===== src/design/crge_pkg.sv =====
// Package with shared types, codes and constants of the color region grow engine.
`timescale 1ns / 1ps
package crge_pkg;

   localparam int MAX_ROWS   = 256;
   localparam int MAX_COLS   = 256;
   localparam int ROW_W      = $clog2(MAX_ROWS);
   localparam int COL_W      = $clog2(MAX_COLS);
   localparam int ADDR_W     = ROW_W + COL_W;
   localparam int CELLS      = MAX_ROWS * MAX_COLS;
   localparam int DEPTH_W    = ADDR_W + 1;
   localparam int SIZE_W     = 9;
   localparam int THR_W      = 9;
   localparam int CHAN_W     = 8;
   localparam int PIX_W      = 3 * CHAN_W;
   localparam int SQ_W       = 2 * CHAN_W;
   localparam int SUM_W      = SQ_W + 2;
   localparam int LIM_W      = 2 * (THR_W + 1);
   localparam int CSR_IDX_W  = 3;
   localparam int CSR_DATA_W = 9;

   typedef enum logic [1:0] {
      OP_LOAD  = 2'd0,
      OP_GROW  = 2'd1,
      OP_CLEAR = 2'd2,
      OP_READ  = 2'd3
   } op_type;

   typedef enum logic [CSR_IDX_W-1:0] {
      CSR_SEED_ROW   = 3'd0,
      CSR_SEED_COL   = 3'd1,
      CSR_THRESHOLD  = 3'd2,
      CSR_IMAGE_ROWS = 3'd3,
      CSR_IMAGE_COLS = 3'd4
   } csr_idx_type;

   typedef enum logic [3:0] {
      ST_CLEAR_BOOT,
      ST_CLEAR_OP,
      ST_IDLE,
      ST_READ_ISSUE,
      ST_READ_WAIT,
      ST_GROW_SEED,
      ST_GROW_REF,
      ST_SCAN_ISSUE,
      ST_SCAN_DATA,
      ST_SCAN_TEST,
      ST_POP,
      ST_POP_WAIT,
      ST_RESPOND
   } state_type;

   typedef struct packed {
      logic clr_start;
      logic clr_step;
      logic load_wr;
      logic req_capture;
      logic rd_issue;
      logic rsp_read;
      logic rsp_zero;
      logic seed_issue;
      logic ref_capture;
      logic center_from_req;
      logic center_from_stack;
      logic nb_reset;
      logic nb_next;
      logic nb_issue;
      logic sq_capture;
      logic mark;
      logic pop_issue;
   } cmd_type;

   typedef struct packed {
      logic sweep_last;
      logic nb_inside;
      logic nb_last;
      logic nb_join;
      logic depth_zero;
   } status_type;

endpackage


===== src/design/crge_ctrl.sv =====
// Controller state machine sequencing loads, reads, mask clears and the flood fill.
`timescale 1ns / 1ps
module crge_ctrl (
   input  logic                 clock,
   input  logic                 reset,
   input  logic                 req_valid,
   output logic                 req_ready,
   input  logic [1:0]           req_operation,
   output logic                 rsp_valid,
   input  logic                 rsp_ready,
   output crge_pkg::cmd_type    cmd,
   input  crge_pkg::status_type status
);
   import crge_pkg::*;

   state_type state_ff, state_in;

   always_ff @(posedge clock) begin
      if (reset) begin
         state_ff <= ST_CLEAR_BOOT;
      end else begin
         state_ff <= state_in;
      end
   end

   always_comb begin
      state_in  = state_ff;
      cmd       = '0;
      req_ready = 1'b0;
      rsp_valid = 1'b0;
      unique case (state_ff)
         ST_CLEAR_BOOT: begin
            cmd.clr_step = 1'b1;
            if (status.sweep_last) begin
               state_in = ST_IDLE;
            end
         end
         ST_CLEAR_OP: begin
            cmd.clr_step = 1'b1;
            if (status.sweep_last) begin
               cmd.rsp_zero = 1'b1;
               state_in     = ST_RESPOND;
            end
         end
         ST_IDLE: begin
            req_ready = 1'b1;
            if (req_valid) begin
               cmd.req_capture = 1'b1;
               unique case (op_type'(req_operation))
                  OP_LOAD: begin
                     cmd.load_wr  = 1'b1;
                     cmd.rsp_zero = 1'b1;
                     state_in     = ST_RESPOND;
                  end
                  OP_GROW:  state_in = ST_GROW_SEED;
                  OP_CLEAR: begin
                     cmd.clr_start = 1'b1;
                     state_in      = ST_CLEAR_OP;
                  end
                  OP_READ:  state_in = ST_READ_ISSUE;
                  default:  state_in = ST_IDLE;
               endcase
            end
         end
         ST_READ_ISSUE: begin
            cmd.rd_issue = 1'b1;
            state_in     = ST_READ_WAIT;
         end
         ST_READ_WAIT: begin
            cmd.rsp_read = 1'b1;
            state_in     = ST_RESPOND;
         end
         ST_GROW_SEED: begin
            cmd.seed_issue = 1'b1;
            state_in       = ST_GROW_REF;
         end
         ST_GROW_REF: begin
            cmd.ref_capture     = 1'b1;
            cmd.center_from_req = 1'b1;
            cmd.nb_reset        = 1'b1;
            state_in            = ST_SCAN_ISSUE;
         end
         ST_SCAN_ISSUE: begin
            if (status.nb_inside) begin
               cmd.nb_issue = 1'b1;
               state_in     = ST_SCAN_DATA;
            end else if (status.nb_last) begin
               state_in = ST_POP;
            end else begin
               cmd.nb_next = 1'b1;
            end
         end
         ST_SCAN_DATA: begin
            cmd.sq_capture = 1'b1;
            state_in       = ST_SCAN_TEST;
         end
         ST_SCAN_TEST: begin
            cmd.mark = status.nb_join;
            if (status.nb_last) begin
               state_in = ST_POP;
            end else begin
               cmd.nb_next = 1'b1;
               state_in    = ST_SCAN_ISSUE;
            end
         end
         ST_POP: begin
            if (status.depth_zero) begin
               cmd.rsp_zero = 1'b1;
               state_in     = ST_RESPOND;
            end else begin
               cmd.pop_issue = 1'b1;
               state_in      = ST_POP_WAIT;
            end
         end
         ST_POP_WAIT: begin
            cmd.center_from_stack = 1'b1;
            cmd.nb_reset          = 1'b1;
            state_in              = ST_SCAN_ISSUE;
         end
         ST_RESPOND: begin
            rsp_valid = 1'b1;
            if (rsp_ready) begin
               state_in = ST_IDLE;
            end
         end
         default: state_in = ST_IDLE;
      endcase
   end
endmodule


===== config.mk =====
export PLATFORM = sky130hd
export DESIGN_NAME = crge_ctrl
export DESIGN_NICKNAME = d
export VERILOG_FILES = /design/src/design/crge_pkg.sv /design/src/design/crge_ctrl.sv
export SDC_FILE = /design/constraint.sdc
export NUM_CORES = 1
export LEC_CHECK = 0
export ABC_AREA = 0
export BUFFER_PORTS_ARGS = -buffer_cell sky130_fd_sc_hd__buf_2
export CAP_MARGIN = 20
export CORE_ASPECT_RATIO = 1.1
export CORE_MARGIN = 1.5
export CORE_UTILIZATION = 31
export DETAILED_ROUTE_END_ITERATION = 8
export GPL_TIMING_DRIVEN = 0
export PLACE_DENSITY = 0.62
export SLEW_MARGIN = 10
export SYNTH_ARGS = -nofsm -noshare
export SYNTH_HDL_FRONTEND = slang
export SYNTH_SLANG_ARGS = --single-unit

===== constraint.sdc =====
create_clock -name clock -period 1.3 [get_ports clock]
set_input_delay 0.26 -clock clock [delete_from_list [all_inputs] [get_ports clock]]
set_output_delay 0.26 -clock clock [all_outputs]
set_load 0.01 [all_outputs]

# == Word-level counts from Yosys, hierarchy flattened ==
# Cells that the tools add are included.
# word_totals
register_bits,4
input_bits,11
# op_classes
eq_ne,20
muxes,38
n_reduce_logical,5
# op_table
cell,count
$pmux 4 s12,1
$mux 4,7
$mux 1,23
$eq 4x4->1 const B,5
$eq 4x3->1 const B,4
$pmux 4 s4,1
$eq 4x2->1 const B,2
$ne 2x2->1 const B,4
$mux 2,3
$reduce_and 5->1,1
$eq 2x2->1 const B,2
$eq 4x1->1 const B,1
$logic_not 4->1,1
$reduce_or 2->1,2
$mux 3,1
$ne 3x3->1 const B,1
$pmux 1 s3,1
$eq 2x1->1 const B,1
$logic_not 2->1,1
$pmux 1 s2,1

# == Logic depth before layout (Yosys ltp) ==
# depth
depth_word,4
depth_mapped,6
ltp_nobuf,5

# == Worst setup path before layout ==
# OpenSTA, ideal clock, no wires.
# synth_timing
path_type,reg-to-output
startpoint,register state_ff[2]
endpoint,output cmd[10] in the netlist's numbering
path_stages_with_launch,6
arrival_time_ns,1.528
path_buffers,1
path_slack_ns,-0.488
cell_sequence,dfxtp_1 buf_2 nor4b_2 nand2_1 nor3_1 a21o_1
# synth_lines
element,line,text
from (decl),crge_ctrl.sv:16,"state_type state_ff, state_in;"
from (signal assigned),crge_ctrl.sv:22,state_ff <= state_in;
to (decl),crge_ctrl.sv:11,"output crge_pkg::cmd_type cmd,"

==> key figures <==
Status
  – Status: finished with violations
  – Violated checks: setup timing

Critical path
  – Critical path class: reg -> out
  – Critical path fanouts, max: 4
  – Slowest-stage cell, CP: dfxtp_4
  – CP endpoint kind: output pin
  – Cell family with most CP delay: simple AND/OR/NAND/NOR gates
  – Critical Path RT: 1.04 ns
  – Stages on worst setup path: 6
  – CP max stage delay: 0.35 ns
  – Worst Setup Start Kind: flip-flop
  – CP Data Arrival Time: 1.44 ns
  – Cell Chain, Critical Path: buf_8, nor4b_4, nand2_2, nor3_4, a21o_1, buf_2
  – CP bufs+invs: 2
  – Reg2Reg Depth: 7
  – R2r setup slk: -0.32 ns

Placement
  – DP Area: around 820 um2
  – Placed cells: around 140
  – Estimated wirelength of the detail-placed design: 1.44 mm
  – IO buf count: 29
  – Place WS: -0.286 ns
  – Placer Congestion: 0.838

Power and ir drop
  – Internal Power: 0.614 mW
  – Peak VDD IR: 605 uV
  – Clk pwr share: 14.1%
  – Switching Share: 40.2%
  – LEAKAGE: about 0.55 nW
  – Net Sw Power: 0.413 mW
  – Combinational share of power: 70.2%
  – Pwr Density: 855 mW/mm2
  – Total power: between 1 and 1.5 mW
  – Share of power burned in registers: 15.7%

Global routing
  – Pin count of the biggest net entering global routing: 11
  – Initial antenna violation count: 0
  – GR Overflow Total: 0
  – Vias in the first global route: 800
  – GRT Util Overall: 23.3%
  – First-pass GRT wire length: 3.60 mm

Finish
  – N_diodes: 0
  – Fillers: 133
  – Top Registers: state_ff x4
  – Non-filler cells, final: 163
  – Reg with most FFs: state_ff
  – # nets final: 158
  – Multi-input logic area: 601 um2
  – Final Util: 68.3%
  – Max reg flops: 4
  – Fin area: ~0.0012 mm2
  – Layout Area Growth over Synthesis: 109%
  – Layout cells sized above 1: 63.4%
  – Reg area: 95.1 um2

Yosys
  – Synth cell types: 34
  – Area of the mapped netlist: roughly 580 um2
  – EDFF count, synth: 0
  – Yosys top cell by area: dfxtp_1
  – Avg Cell Area, Syn: 6.32 um2
  – Post-synth top flop: dfxtp_1
  – Area contributors post-synth: dfxtp_1, nor2_1, nand2_1, o21ai_0, a21oi_1
  – Synth top cells by count: nor2_1, nand2_1, inv_1, o21ai_0, a21oi_1
  – Cell with the most instances after synthesis: nor2_1
  – Syn_nets: 102
  – Yosys Warn Count: 0
  – Synth Instances: 91
  – Top cell type's share of synthesized area: 13.9%
  – Post-synth ARST share: 0%
  – Seq cells post-synth: 4
  – Sequential area share after synthesis: 13.9%

Die
  – Chip Height: 48.2 um
  – # rows: 16
  – Placeable Area: 0.00176 mm2
  – Die width: 44.1 um
  – Die area: 0.00212 mm2
  – Initial Util: 32.7%
  – Num ports: 30

Route
  – Wire per inst: 14.9 um
  – Post-Route WL: 2.42 mm
  – DRT iter0 DRCs: 34
  – Vias per cell: about 5.6
  – Routed Antenna Nets: 0
  – Total iterations of the first detailed-routing run: 5
  – DRC viols: 0
  – Vias: 917

CTS
  – CTS max path bufs: 2
  – Clock Pin Slew Worst Setup and Hold Paths: 0.03 ns
  – H-tree Lvls: 1
  – Hold_buf cts: 0
  – CTS Sinks: 4
  – CTS Buf Count: 3
  – Root buf cell: clkbuf_4
  – Clock Latency Late Sink: between 0.2 and 0.25 ns
  – CTS tree: done

Timing
  – Clock skew: 0.00306 ns
  – Achievable Freq: 589 MHz
  – Worst slew pin tran: 0.434 ns
  – Final Setup Violations: 23
  – Period utilization: 131%
  – Worst slew margin: a little over two thirds
  – RSZ-0062 raised after global routing: yes
  – Final worst setup slack: -0.397 ns
  – Max Slew Vio Count: 0
  – Final hold vios: 0
  – Fin crit period: 1.70 ns

Hold path
  – Hold depth: 2
  – HP Class: in -> reg

Flow run
  – Max-cap violations: 0
==> placed cells by master, fill, tap and decap left out, drive strengths merged <==
cell / Yosys / final
nor2: 11 / 11
o221ai: 1 / 1
o21bai: 1 / 1
and2b: 1 / 1
or3b: 1 / 1
and4: 1 / 1
nand3: 3 / 3
a21oi: 6 / 6
nor2b: 2 / 2
o211ai: 1 / 1
o32ai: 1 / 1
or2b: 1 / 1
a221o: 1 / 1
nor4: 1 / 1
a31o: 1 / 1
xnor2: 1 / 1
nor3: 5 / 5
o21ai: 7 / 7
o311ai: 2 / 2
buf: 6 / 57
o21ba: 1 / 1
inv: 7 / 7
nand2: 10 / 10
or3: 1 / 1
dfxtp: 4 / 4
nor4b: 1 / 1
a21o: 1 / 1
o22ai: 2 / 2
a22oi: 2 / 2
o31ai: 1 / 1
nand2b: 4 / 4
nor3b: 3 / 3
clkbuf: 0 / 3
==> cell type report <==
| cell class | instances | area share [%] |
|---|---|---|
| tap | 18 | 1.87 |
| inverter | 7 | 2.39 |
| multi-input combinational | 74 | 49.9 |
| timing repair buffer | 51 | 30.9 |
| clock buffer | 3 | 1.87 |
| sequential | 4 | 7.91 |
| buffer | 6 | 5.10 |
==> worst paths after layout <==
kind,start,to
setup / recovery,state_ff[2],cmd[10]
hold / removal,reset,state_ff[2]
setup reg to reg,state_ff[2],state_ff[0]
hold reg to reg,state_ff[0],state_ff[3]
==> cell families (layout without fill, tap and decap cells) <==
kind of cell,Yosys count,after routing,share of synthesized area (%)
AO/OA/AOI/OAI,28,28,32.4
XOR/XNOR,1,1,1.52
buffers and inverters,13,67,10.7
flip-flops,4,4,13.9
AND/OR/NAND/NOR,45,45,41.5
==> metal layers <==
metal | global-route usage (%) | share of wire (%)
met1 | 27.7 | 39
met3 | 2.59 | 7.5
met2 | 42.1 | 51
met4 | 12.1 | 2.4
met5 | 0 | 0
==> metrics by stage <==
step,hold slack [ns],TNS (ns)
2_1_floorplan,0.322,-0.523
3_3_place_gp,0.458,-2.19
3_5_place_dp,0.460,-2.14
4_1_cts,0.209,-5.73
5_1_grt,0.234,-7.02
6_report,0.228,-5.69
==> power groups by stage <==
| stage | clock (mW) | sequential [mW] | combinational, mW |
|---|---|---|---|
| 6_report | 0.145 | 0.161 | 0.721 |
| 5_1_grt | 0.164 | 0.162 | 0.770 |
| 4_1_cts | 0.157 | 0.161 | 0.638 |
| 3_5_place_dp | 0 | 0.166 | 0.419 |
| 3_3_place_gp | 0 | 0.167 | 0.418 |
| 2_1_floorplan | 0 | 0.158 | 0.309 |
==> timing repair <==
item                                   4_1_cts  5_1_grt
pin swaps                                   15       10
gates resized for setup                     33       12
endpoints found under the hold margin        0        0
gates cloned                                 0        0
setup endpoints to repair                   22       23
setup buffers                               20        4
Power figures use the tool's default switching activity.
